===== config.mk =====
export PLATFORM = sky130hd
export DESIGN_NAME = ile_cell
export DESIGN_NICKNAME = d
export VERILOG_FILES = /design/src/design/indexed_list_engine_top_macros.svh /design/src/design/ile_pkg.sv /design/src/design/ile_cell.sv
export SDC_FILE = /design/constraint.sdc
export NUM_CORES = 1
export LEC_CHECK = 0
export BUFFER_PORTS_ARGS = -buffer_cell sky130_fd_sc_hd__buf_2
export CAP_MARGIN = 20
export CORE_ASPECT_RATIO = 0.5
export CORE_MARGIN = 8
export CORE_UTILIZATION = 47
export DETAILED_ROUTE_END_ITERATION = 10
export HOLD_SLACK_MARGIN = 0.15
export PLACE_DENSITY_LB_ADDON = 0.1
export SLEW_MARGIN = 20
export SYNTH_ARGS = -nofsm -noshare
export SYNTH_HDL_FRONTEND = slang
export SYNTH_SLANG_ARGS = --single-unit

===== constraint.sdc =====
create_clock -name clock -period 8.4 [get_ports clock]
set_input_delay 1.26 -clock clock [delete_from_list [all_inputs] [get_ports clock]]
set_output_delay 1.26 -clock clock [all_outputs]
set_load 0.05 [all_outputs]

===== src/design/indexed_list_engine_top_macros.svh =====
// Assertion macros for the indexed list engine.
// Used by indexed_list_engine_top; needs a signal named clock and one named reset.
`ifndef INDEXED_LIST_ENGINE_TOP_MACROS_SVH
`define INDEXED_LIST_ENGINE_TOP_MACROS_SVH

// The consequent must hold in the same cycle as the antecedent.
`define ILE_ASSERT_SAME(label, ante, cons, msg) \
   label: assert property (@(posedge clock) disable iff (reset) (ante) |-> (cons)) \
      else $error(msg);

// The consequent must hold in the cycle after the antecedent.
`define ILE_ASSERT_NEXT(label, ante, cons, msg) \
   label: assert property (@(posedge clock) disable iff (reset) (ante) |=> (cons)) \
      else $error(msg);

`endif


===== src/design/ile_pkg.sv =====
// Shared types and constants of the indexed list engine.
// Used by ile_cell, indexed_list_engine_top and the testbench; depends on nothing.
package ile_pkg;

   localparam int CAPACITY_DEFAULT      = 64;
   localparam int ELEMENT_WIDTH_DEFAULT = 32;

   typedef enum logic [2:0] {
      OP_APPEND = 3'd0,
      OP_INSERT = 3'd1,
      OP_GET    = 3'd2,
      OP_SET    = 3'd3,
      OP_REMOVE = 3'd4,
      OP_POP    = 3'd5,
      OP_FIND   = 3'd6,
      OP_CLEAR  = 3'd7
   } ile_op_type;

   localparam logic [1:0] ST_OK    = 2'd0;
   localparam logic [1:0] ST_RANGE = 2'd1;
   localparam logic [1:0] ST_FULL  = 2'd2;

   typedef struct packed {
      logic [2:0]  op;
      logic [6:0]  position_in;
      logic [31:0] element;
   } ile_req_type;

   typedef struct packed {
      logic [1:0]  status;
      logic [31:0] data_out;
      logic        found;
      logic [5:0]  found_position;
      logic [6:0]  length;
      logic        is_empty;
   } ile_rsp_type;

   // Control part of the token that walks down the chain of cells.
   typedef struct packed {
      logic       valid;
      ile_op_type op;
      logic [6:0] pos;
      logic       act;   // The operation passed its checks and may change entries.
      logic       hit;   // A find has already matched in an earlier cell.
   } ile_ctl_type;

endpackage


===== src/design/ile_cell.sv =====
// One cell of the list: holds the entry at index INDEX and one stage of the token.
// Depends on ile_pkg.
module ile_cell #(
   parameter int INDEX         = 0,
   parameter int CAPACITY      = ile_pkg::CAPACITY_DEFAULT,
   parameter int ELEMENT_WIDTH = ile_pkg::ELEMENT_WIDTH_DEFAULT
) (
   input  logic                              clock,
   input  logic                              reset,
   input  ile_pkg::ile_ctl_type              ctl_i,
   input  logic [$clog2(CAPACITY+1)-1:0]     count_i,
   input  logic [ELEMENT_WIDTH-1:0]          elem_i,
   input  logic [ELEMENT_WIDTH-1:0]          carry_i,
   input  logic [ELEMENT_WIDTH-1:0]          data_i,
   input  logic [$clog2(CAPACITY)-1:0]       hit_pos_i,
   input  logic [ELEMENT_WIDTH-1:0]          next_entry_i,
   output ile_pkg::ile_ctl_type              ctl_o,
   output logic [$clog2(CAPACITY+1)-1:0]     count_o,
   output logic [ELEMENT_WIDTH-1:0]          elem_o,
   output logic [ELEMENT_WIDTH-1:0]          carry_o,
   output logic [ELEMENT_WIDTH-1:0]          data_o,
   output logic [$clog2(CAPACITY)-1:0]       hit_pos_o,
   output logic [ELEMENT_WIDTH-1:0]          entry_o
);

   localparam int IDX_W = $clog2(CAPACITY);
   localparam int CNT_W = $clog2(CAPACITY + 1);
   localparam int CMP_W = (CNT_W > 7) ? CNT_W : 7;

   ile_pkg::ile_ctl_type       ctl_ff, ctl_in;
   logic [CNT_W-1:0]           count_ff;
   logic [ELEMENT_WIDTH-1:0]   elem_ff;
   logic [ELEMENT_WIDTH-1:0]   carry_ff, carry_in;
   logic [ELEMENT_WIDTH-1:0]   data_ff, data_in;
   logic [IDX_W-1:0]           hit_pos_ff, hit_pos_in;
   logic [ELEMENT_WIDTH-1:0]   entry_ff, entry_in;

   logic [CMP_W-1:0] k_ext, pos_ext, cnt_ext, tgt_ext;

   assign k_ext   = CMP_W'(INDEX);
   assign pos_ext = CMP_W'(ctl_i.pos);
   assign cnt_ext = CMP_W'(count_i);
   // An append is an insert at the current end of the list.
   assign tgt_ext = (ctl_i.op == ile_pkg::OP_APPEND) ? cnt_ext : pos_ext;

   always_comb begin
      ctl_in     = ctl_i;
      carry_in   = carry_i;
      data_in    = data_i;
      hit_pos_in = hit_pos_i;
      entry_in   = entry_ff;
      if (ctl_i.valid) begin
         unique case (ctl_i.op)
            ile_pkg::OP_APPEND, ile_pkg::OP_INSERT: begin
               // Every cell at or past the target takes the word from its left and
               // passes its old word on, so the list opens a gap and fills it.
               if (ctl_i.act && (k_ext >= tgt_ext)) begin
                  entry_in = carry_i;
                  carry_in = entry_ff;
               end
            end
            ile_pkg::OP_GET: begin
               if (k_ext == pos_ext) begin
                  data_in = entry_ff;
               end
            end
            ile_pkg::OP_SET: begin
               if (ctl_i.act && (k_ext == pos_ext)) begin
                  entry_in = elem_i;
               end
            end
            ile_pkg::OP_REMOVE, ile_pkg::OP_POP: begin
               if (k_ext == pos_ext) begin
                  data_in = entry_ff;
               end
               // The right neighbor has not been reached yet, so it still holds its old word.
               if (ctl_i.act && (k_ext >= pos_ext)) begin
                  entry_in = next_entry_i;
               end
            end
            ile_pkg::OP_FIND: begin
               if (!ctl_i.hit && (k_ext < cnt_ext) && (entry_ff == elem_i)) begin
                  ctl_in.hit = 1'b1;
                  hit_pos_in = IDX_W'(INDEX);
               end
            end
            ile_pkg::OP_CLEAR: begin
            end
            default: begin
            end
         endcase
      end
   end

   always_ff @(posedge clock) begin
      if (reset) begin
         ctl_ff <= '0;
      end else begin
         ctl_ff <= ctl_in;
      end
   end

   always_ff @(posedge clock) begin
      count_ff   <= count_i;
      elem_ff    <= elem_i;
      carry_ff   <= carry_in;
      data_ff    <= data_in;
      hit_pos_ff <= hit_pos_in;
      entry_ff   <= entry_in;
   end

   assign ctl_o     = ctl_ff;
   assign count_o   = count_ff;
   assign elem_o    = elem_ff;
   assign carry_o   = carry_ff;
   assign data_o    = data_ff;
   assign hit_pos_o = hit_pos_ff;
   assign entry_o   = entry_ff;

endmodule


Word-level counts from Yosys, hierarchy flattened:

Cells that the tools add are included.
W data, S select, Z words.

* flip-flop bits (word level): 154
* input port bits: 156
* output and inout bits: 154
* word-level logic and storage cells: 54

* $lt $le $gt $ge: 3
* equal/unequal tests: 10
* multiplexer cells: 17
* reductions and logical operators: 13

Operator list (count)
* $mux W32: 9
* $pmux W32 S3: 1
* $eq A32 B32 Y1: 1
* $mux W6: 3
* $ge A1 B7 Y1 const A: 2
* $eq A3 B3 Y1 const B: 3
* $logic_not A7 Y1: 1
* $lt A1 B7 Y1 const A: 1
* $mux W7: 1
* $eq A3 B2 Y1 const B: 2
* $ne A2 B2 Y1 const B: 3
* $logic_and A1 B1 Y1: 5
* $reduce_and A5 Y1: 1
* $reduce_or A2 Y1: 2
* $eq A3 B1 Y1 const B: 1
* $logic_not A3 Y1: 1
* $mux W1: 3
* $reduce_bool A3 Y1: 1
* $reduce_or A3 Y1: 1
* $logic_not A1 Y1: 1

Depth between registers and ports, before layout:

* word-level depth: 7
* depth in mapped cells: 6
* depth with buffers taken out: 4

Worst setup path before layout:

Ideal clock, no wire load.

* kind: input to register
* from: input port count_i[0]
* to: register entry_ff[0] (netlist: entry_o[0]), enable pin
* setup time: 0.432 ns
* data arrival time: 4.015 ns
* required time: 7.968 ns
* path slack: 3.953 ns
* stages on the path: 4
* buffers on the path: 0
* cells stage by stage: or4_4 > or4_1 > a21o_1 > a21oi_1

* longest elaborated chain between the ends: 5

Ends and longest elaborated chain
* start, declared: line ile_cell.sv:11 `input logic [$clog2(CAPACITY+1)-1:0] count_i,`
* $mux W7: line ile_cell.sv:44 `assign tgt_ext = (ctl_i.op == ile_pkg::OP_APPEND) ? cnt_ext : pos_ext;`
* $ge A1 B7 Y1: line ile_cell.sv:57 `if (ctl_i.act && (k_ext >= tgt_ext)) begin`
* $logic_and A1 B1 Y1: line ile_cell.sv:57
* $ne A2 B2 Y1 (no line)
* $reduce_and A5 Y1 (no line)
* end signal, assigned: line ile_cell.sv:109 `entry_ff <= entry_in;`
* end, declared: line ile_cell.sv:36 `logic [ELEMENT_WIDTH-1:0] entry_ff, entry_in;`

No other way between the ends.
A chain may end at the register's enable or synchronous reset.

Worst setup path in the final report:

* from: input port ctl_i[2] in the netlist's numbering
* to: register carry_ff[30] (netlist: carry_o[30])

* longest elaborated chain between the ends: 6

Ends and longest elaborated chain
* start, declared: line ile_cell.sv:10 `input ile_pkg::ile_ctl_type ctl_i,`
* $mux W7: line ile_cell.sv:44
* $ge A1 B7 Y1: line ile_cell.sv:57
* $logic_and A1 B1 Y1: line ile_cell.sv:57
* $mux W32: line ile_cell.sv:57
* $mux W32: line ile_cell.sv:53 `unique case (ctl_i.op)`
* $mux W32: line ile_cell.sv:52 `if (ctl_i.valid) begin`
* named net carry_in[30]: line ile_cell.sv:33 `logic [ELEMENT_WIDTH-1:0] carry_ff, carry_in;`
* end signal, assigned: line ile_cell.sv:106 `carry_ff <= carry_in;`
* end, declared: line ile_cell.sv:33

The timed path passes the listed nets, and every way through them passes these cells.

==> results.toml <==
[outcome]
status = "completed"

[worst_setup_path]
critPathMaxFanout = 32
path_class = "in -> reg"
rr_startpoint = "entry_o[28]"
worst-r2r-setup-slack_ns = 6.30
r2r-end = "hit_pos_o[1]"
worstRegToRegCells = 4
cp.arrival_ns = 3.54
required_ns = 8.70
cp-start-kind = "input port"
endpoint_kind = "register"

[detailed_routing]
via_count = 4460
wl_um = 17400
met3WireLength_um = 1510
drcViolationCount = 0
vias_per_cell = 4.94
first_pass_iters = 4
drt-met1-wl_um = 6730
route.met2.wl_um = 8930
final_antenna_net_count = 0
routedWlPerCell_um = 19.3
top_layer = "met4"
drt_iter0_drc = 259

[synth]
synth_seq_cells = 154
synth_area_um2 = 5390
yosys-top-cells-area = "dfxtp_1 (45%), edfxtp_1 (18%), mux2_2 (13%)"
yosys.area.top_type = "dfxtp_1"
yosysSeqAreaShare = 0.631
ys_types = 29
yosys_warnings = 0
syn_nets = 584
synth_top_area_share = 0.453
syn_inst = 428
avgSynthCellArea_um2 = 12.6

[sta]
drv_slew = 0
fin_crit_ns = 3.25
min_period_over_period = 0.387
rsz0062_at_grt = "no"
final_hold_viol_count = 0
hold_slack_ns = 0.580
worstMarginPinSlew_ns = 0.853
setup_tns_ns = 0
finalClockSkew_ns = 0.0126
finalSetupViolCount = 0
worst_slack_ns = 5.15
slew_headroom = 0.427
clock.fmax_mhz = 308

[clock_tree]
cts_root_buffer = "clkbuf_16"
post-cts-setup-buffers = 0
post_cts_resize_count = 0
cts_htree_levels = 4
clk_pin_slew_ns = 0.06
clock_sinks = 154
cts_tree = "yes"
cts_buffer_depth = 2
cts_hold_buf = 0
cts_buffers = 17
clock_latency_ns = 0.42

[placed_design]
placed_area_um2 = 7100
dp_hpwl_um = 13400
post-place-ws_ns = 4.46
port_buffers = 309
gp_congestion = 0.762
dpl.cell_count = 869

[power]
p_leak_nw = 3.57
ir_drop_mv = 0.161
pwr-share-comb = 0.141
seq_power_share = 0.443
netSwitchingFraction = 0.273
power_mw = 1.80
p_clk_frac = 0.417
internal_power_mw = 1.31
p_sw_mw = 0.490
power.density_nw_per_um2 = 233

[floorplanning]
core_um2 = 11100
num_rows = 27
io_pins = 310
start_util = 0.487
die_area_um2 = 15400
die_y_um = 91.7
die-width_um = 167

[min_path]
hold_start = "entry_o[11]"
hold_path_end = "data_o[11]"
whs_path_depth = 1
hold_class = "reg -> reg"

[finish]
antenna_cells = 0
area_delta_synth_final_pct = 42.7
design_area_um2 = 7700
layout.cells.non_filler = 902
final_nets = 900
final_core_util = 0.695
drive_above_1_share = 0.547

[grt]
grt_use_total = 0.221
grt-ovfl-total = 0
grt_pass1_wl_um = 26700
first_global_vias = 4801
grt_max_degree = 35
grt_antenna_before_repair = 0

[job]
maxCapViolCount = 0
sequential cells by signal (all words and copies together) (netlist names):
name,flops
data_o,32
ctl_o,13
elem_o,32
entry_o,32
carry_o,32
hit_pos_o,6
count_o,7
worst max path at each step:
stage,start,endpoint,cells after the start
after global routing,ctl_i[2],carry_o[30],6
after detailed placement,count_i[0],entry_o[23],5
final,ctl_i[2],carry_o[30],6
after CTS,count_i[0],entry_o[14],5
after floorplan,count_i[0],entry_o[0],4
after global placement,count_i[0],entry_o[23],5
cells in the final DEF, fill, tap and decap left out, types with 12 or more instances in the layout:
master	instances
buf_2	309
dfxtp_1	122
nand2_1	66
mux2_2	63
a22oi_1	32
xnor2_1	32
edfxtp_1	32
clkbuf_16	18
nor2b_1	13
nand4_1	12
Yosys cell counts:
| master | instances |
|---|---|
| nand4bb_1 | 1 |
| or3_1 | 1 |
| nor3b_1 | 1 |
| a22oi_1 | 32 |
| buf_6 | 3 |
| mux2_1 | 1 |
| xnor2_1 | 32 |
| nor4_1 | 2 |
| or4_1 | 2 |
| a21o_1 | 1 |
| clkbuf_1 | 15 |
| a41o_1 | 1 |
| a31oi_1 | 6 |
| or4_4 | 1 |
| a2111oi_4 | 1 |
| nor4bb_1 | 1 |
| nand2_1 | 66 |
| inv_1 | 7 |
| nor2b_1 | 14 |
| a21oi_1 | 1 |
| o211ai_1 | 2 |
| and3b_1 | 1 |
| nor2_1 | 4 |
| nand4_1 | 12 |
| mux2_2 | 63 |
| or3_4 | 1 |
| edfxtp_1 | 32 |
| nor3_1 | 2 |
| dfxtp_1 | 122 |
area by class of cell:
class / count / area [µm²]
Sequential cell: 154 / 3400
Clock inverter: 10 / 88.8
Inverter: 7 / 26.3
Multi-Input combinational cell: 249 / 1900
Timing Repair Buffer: 315 / 1610
Tap cell: 145 / 181
Clock buffer: 22 / 485
Fill cell: 895 / 3380
cell families after synthesis:
| group | Yosys count | synth area share |
|---|---|---|
| DFF | 154 | 0.631 |
| and+or+nand+nor | 109 | 0.0981 |
| muxes | 64 | 0.134 |
| AOI/OAI and AO/OA | 44 | 0.0636 |
| xor gates and xnor gates | 32 | 0.0520 |
| buffers and inverters | 25 | 0.0216 |
worst max-delay path, stage by stage:
cell and delay (ns):
buf_2 0.10, or4_1 0.56, nand4bb_1 0.30, a2111oi_4 0.39
buf_4 0.49, mux2_2 0.41
power by group through the flow:
stage / logic [mW] / registers [mW] / clock network, mW
finish: 0.253 / 0.795 / 0.748
CTS: 0.255 / 0.795 / 0.758
floorplan: 0.0500 / 0.925 / 0
global placement: 0.251 / 0.810 / 0
global route: 0.268 / 0.797 / 0.790
detailed placement: 0.254 / 0.811 / 0
routing by layer:
metal | track usage | up-vias
li1 | - | 2155
met1 | 0.231 | 2113
met2 | 0.398 | 173
met3 | 0.0983 | 19
met4 | 0.0716 | 0
met5 | 0 | -
Note: power is estimated with default switching activity, not from simulation.
